--- src/sv/mi3_pkg.sv ---
package mi3_pkg;

  // Element and quotient width (signed two's complement)
  localparam int DATA_W = 32;
  // Number of matrix elements
  localparam int NELEM = 9;
  // Cofactor width (wraps to 64 bits) and magnitude width
  localparam int COF_W = 64;
  localparam int MAG_W = 64;
  // Signed determinant width and its magnitude width
  localparam int DET_W = 98;
  localparam int DEN_W = 97;
  // Default fraction bits
  localparam int FRAC_BITS_DEF = 16;
  // Depth of the queue between front and back (power of two)
  localparam int QDEPTH = 4;

  // One classified matrix handed from front to back, in output order
  typedef struct packed {
    logic [NELEM-1:0]            neg;
    logic [NELEM-1:0][MAG_W-1:0] mag;
    logic [DEN_W-1:0]            den;
    logic                        singular;
  } job_t;

endpackage

--- src/sv/mi3_fifo.sv ---
module mi3_fifo (
  input  logic          clk,
  input  logic          rst_n,
  input  logic          push_valid,
  output logic          push_ready,
  input  mi3_pkg::job_t push_data,
  output logic          pop_valid,
  input  logic          pop_ready,
  output mi3_pkg::job_t pop_data
);
  import mi3_pkg::*;

  localparam int PTR_W = $clog2(QDEPTH);
  localparam int CNT_W = $clog2(QDEPTH + 1);

  job_t             slot_r [QDEPTH];
  logic [PTR_W-1:0] wr_r, rd_r;
  logic [CNT_W-1:0] cnt_r;
  logic             push, pop;

  assign push_ready = (cnt_r != CNT_W'(QDEPTH));
  assign pop_valid  = (cnt_r != '0);
  assign push       = push_valid && push_ready;
  assign pop        = pop_valid && pop_ready;
  assign pop_data   = slot_r[rd_r];

  // Pointers and fill level
  always_ff @(posedge clk) begin
    if (!rst_n) begin
      wr_r  <= '0;
      rd_r  <= '0;
      cnt_r <= '0;
    end else begin
      if (push) wr_r <= wr_r + 1'b1;
      if (pop)  rd_r <= rd_r + 1'b1;
      cnt_r <= cnt_r + CNT_W'(push) - CNT_W'(pop);
    end
  end

  always_ff @(posedge clk) begin
    if (push) begin
      slot_r[wr_r] <= push_data;
    end
  end

  a_no_overfill: assert property (@(posedge clk) disable iff (!rst_n)
    cnt_r <= CNT_W'(QDEPTH)) else $error("queue fill level out of range");
  a_fill_step: assert property (@(posedge clk) disable iff (!rst_n)
    push && !pop |=> cnt_r == $past(cnt_r) + 1'b1) else $error("fill level missed a push");
  a_ptr_gap: assert property (@(posedge clk) disable iff (!rst_n)
    cnt_r == '0 |-> wr_r == rd_r) else $error("pointers disagree on empty queue");

endmodule

--- config.mk ---
export PLATFORM = sky130hd
export DESIGN_NAME = mi3_fifo
export DESIGN_NICKNAME = d
export VERILOG_FILES = /design/src/sv/mi3_pkg.sv /design/src/sv/mi3_fifo.sv
export SDC_FILE = /design/constraint.sdc
export NUM_CORES = 2
export LEC_CHECK = 0
export BUFFER_PORTS_ARGS = -buffer_cell sky130_fd_sc_hd__buf_2
export CELL_PAD_IN_SITES_DETAIL_PLACEMENT = 2
export CELL_PAD_IN_SITES_GLOBAL_PLACEMENT = 2
export CORE_AREA = 5 5 530 532
export DETAILED_ROUTE_END_ITERATION = 8
export DIE_AREA = 0 0 535 537
export GPL_ROUTABILITY_DRIVEN = 0
export PLACE_DENSITY_LB_ADDON = 0.1
export SYNTH_ARGS = -nofsm -noshare
export SYNTH_HDL_FRONTEND = slang
export SYNTH_SLANG_ARGS = --single-unit
--- constraint.sdc ---
create_clock -name clk -period 55.4 [get_ports clk]
set_input_delay 5.54 -clock clk [delete_from_list [all_inputs] [get_ports clk]]
set_output_delay 5.54 -clock clk [all_outputs]
set_load 0.005 [all_outputs]
==> metrics.md <==
| Metric | Value |
|---|---|
| Status | `finished clean` |
| Fin cells | `just over 9000` |
| R2R cell count | `7` |
| Clock-pin slew on the worst setup and hold paths | `0.06 ns` |
| Final hold violation count | `0` |
| RSZ-0062 raised after global routing | `false` |
| Crit path max fanout | `42` |
| Setup-failing EPs final | `0` |
| Max-Cap Viols | `0` |
| Synth Cell Area | `~100000 µm²` |
| Hold Path Origin | `wr_r[0]` |
| Area Growth Syn to Fin | `19.9%` |
| Clock power share | `between 30% and 40%` |
| Remaining DRCs | `0` |
| Critical path, cell by cell | `buf_4 -> buf_4 -> buf_4 -> buf_4 -> buf_4 -> mux4_2 -> buf_2` |
| Distinct cell type count after synthesis | `21` |
| Mean post-synth cell area | `27.6 µm²` |
| Worst slew margin | `a little under a third` |
| Clk_lat worst skew | `~0.86 ns` |
| P_int | `~0.004 W` |
| M3 GR Usage | `under 10%` |
| Switch share | `approximately 28%` |
| HP Class | `reg -> reg` |
| Worst path max stage delay | `about 0.96 ns` |
| DR vias/cell | `5.08` |
| Seq/Total Area, Yosys | `82.4%` |
| Req. time, crit path | `49.86 ns` |
| Slew Viols, Final | `0` |
| Seq pwr share | `roughly 45%` |
| Number of buffers added on ports | `between 1000 and 1500` |
| HPWL Detailed | `approximately 210000 µm` |
| IO Count | `1372` |
| Cts repair resizes | `0` |
| First-pass GRT wire length | `around 420000 µm` |
| Die area | `about 290000 µm²` |
| Die Y | `537 µm` |
| Post-place instance area | `around 110000 µm²` |
| Crit-path slowest cell | `dfxtp_4` |
| Proportion of layout cells with a drive suffix above 1 | `46.4%` |
| Fill count | `roughly 25000` |
| Final Cell Area | `between 100000 and 150000 µm²` |
| Critical path endpoint category | `primary output` |
| Utilization after layout | `between 40% and 50%` |
| Antenna violations before repair | `approximately 310` |
| Starting Density | `a little over a third` |
| FF-to-FF End | `slot_r[3][16]` |
| Combinational Power Share | `a little over a fifth` |
| Multi-input gate area in the final layout | `approximately 16000 µm²` |
| CTS Sinks | `between 2000 and 3000` |
| Total track usage | `a little over a fifth` |
| Flops & latches, synth | `between 2000 and 3000` |
| Final antenna-violating net count | `0` |
| Core Region | `276000 µm²` |
| Worst-Margin Slew | `1.03 ns` |
| Crit path arrival time | `6.48 ns` |
| Ys Warns | `0` |
| Most frequent cells in the layout | `edfxtp_1 (2732), buf_2 (1371), mux4_2 (683)` |
| Placed insts | `8606` |
| Max VDD drop | `roughly 28 µV` |
| Largest net degree at the start of global routing | `135` |
| PwrDens | `approximately 48 nW/µm²` |
| # rows | `approximately 190` |
| Top achievable clock speed | `between 80 and 90 MHz` |
| Worst reg2reg setup slack | `49.83 ns` |
| CTS tree | `done` |
| Cts hold-fix bufs | `0` |
| Num CTS Buffers | `between 300 and 400` |
| Crit path kind | `reg -> out` |
| Syn Inst Count | `3615` |
| Clock root buffer | `clkbuf_16` |
| DR iter-0 viols | `slightly below 4000` |
| Final period util | `between 20 and 25%` |
| Worst hold path endpoint | `wr_r[0]` |
| Die span in x | `roughly 540 µm` |
| Met2 Usage GRT | `around a third` |
| Worst hold stages | `2` |
| Final min period | `12.02 ns` |
| Layout Skew | `approximately 0.026 ns` |
| Post-Route WL | `a little over 300000 µm` |
| Clock buffer depth | `4` |
| Post-CTS setup buffer count | `0` |
| Commonest non-fill, non-tap cell in the layout | `edfxtp_1` |
| Grt total ovfl | `0` |
| Number of vias in the routed layout | `47000` |
| H-tree depth | `5` |
| Worst r2r src | `cnt_r[1]` |
| CP startpoint kind | `flop` |
| WL/cell | `between 30 and 40 µm` |
| Vias in the first global route | `51500` |
| Sw Pwr | `0.00158 W` |
| Layout Nets | `~6000` |
| Final TNS setup | `0 ns` |
| Most common cell on crit path | `buf_4` |
| Sequential Area | `approximately 80000 µm²` |
| Met1 usage | `a little under a quarter` |
| GRT busiest layer | `met2` |
| Post-Syn Nets | `4309` |
| DRT Pass-1 Iters | `5` |
| LEAKAGE | `39.1 nW` |
[state kept, by name, indices dropped and copies added (netlist names), named ones only]
register,flops
wr_r,2
rd_r,2
cnt_r,3
slot_r,2732
[metrics by stage]
| step | total power, W | setup WS [ns] | hold WS (ns) |
|---|---|---|---|
| after detailed placement | 0.00389 | 43.91 | 0.500 |
| after global routing | 0.00595 | 42.63 | 0.547 |
| final | 0.00569 | 43.38 | 0.509 |
| after CTS | 0.00581 | 42.90 | 0.515 |
| after global placement | 0.00387 | 43.87 | 0.501 |
| after floorplan | 0.00347 | 32.93 | 0.468 |
[how the worst max path moves through the flow]
stage,depth (start not counted),startpoint,end
final,7,flop,pop_data[405]
after global routing,7,flop,pop_data[49]
after CTS,7,flop,pop_data[49]
after detailed placement,7,flop,pop_data[58]
after global placement,7,flop,pop_data[58]
after floorplan,2,push_valid,slot_r[0][0]
[worst max-delay path: cells and delay by family (launching register included)]
family / cells / cell delay (ns)
muxes: 1 / 0.60
buffers and inverters: 6 / 3.86
DFF: 1 / 0.96
[synth_stat cells]
library cell  count  area [µm²]
nand2_1           5        18.8
ha_1              6        75.1
nor2_1            1        3.75
buf_4             1        7.51
clkbuf_1          8        30.0
mux2i_1           2        20.0
fa_1              1        20.0
dfxtp_1           9         180
buf_6             1        11.3
or3_1             1        6.26
buf_2            69         345
o311ai_0          1        8.76
edfxtp_1       2732       82000
mux4_2          683       15400
inv_1             5        18.8
o31a_1            1        8.76
a21boi_1          1        7.51
buf_12           74        1480
xnor2_1           4        35.0
and2_1            7        43.8
nor2b_1           3        18.8
[metal layers]
layer / part of all wire [%] / wire length [µm]
met5: 0.40 / 1240
met4: 3.5 / 10800
met3: 11 / 34900
met2: 50 / 153000
met1: 35 / 108000
[cells by family (layout without fill, tap and decap cells)]
family	Yosys count	in the layout	synth area share, %
xor+xnor	4	4	0.0351
fa+ha+maj	7	7	0.0953
other cells	0	112	0
simple gates	17	17	0.0916
compound gates	3	3	0.0251
buf+inv	158	1979	1.90
flops	2741	2741	82.4
mux	685	685	15.4
[final cells by class]
type / instances / area share (%)
Antenna cell: 112 / 0.234
Clock inverter: 152 / 1.00
Timing Repair Buffer: 1439 / 6.26
Multi-Input combinational cell: 716 / 13.1
Inverter: 5 / 0.0157
Tap cell: 3705 / 3.88
Clock buffer: 383 / 6.76
Sequential cell: 2741 / 68.8
[power by group through the flow]
stage	Combinational, W	Sequential [W]	Clock, W
2_1_floorplan	0.000718	0.00275	0
3_3_place_gp	0.00127	0.00260	0
3_5_place_dp	0.00127	0.00261	0
4_1_cts	0.00128	0.00257	0.00196
5_1_grt	0.00131	0.00258	0.00206
6_report	0.00122	0.00257	0.00190
(Power assumes the default switching activity.)
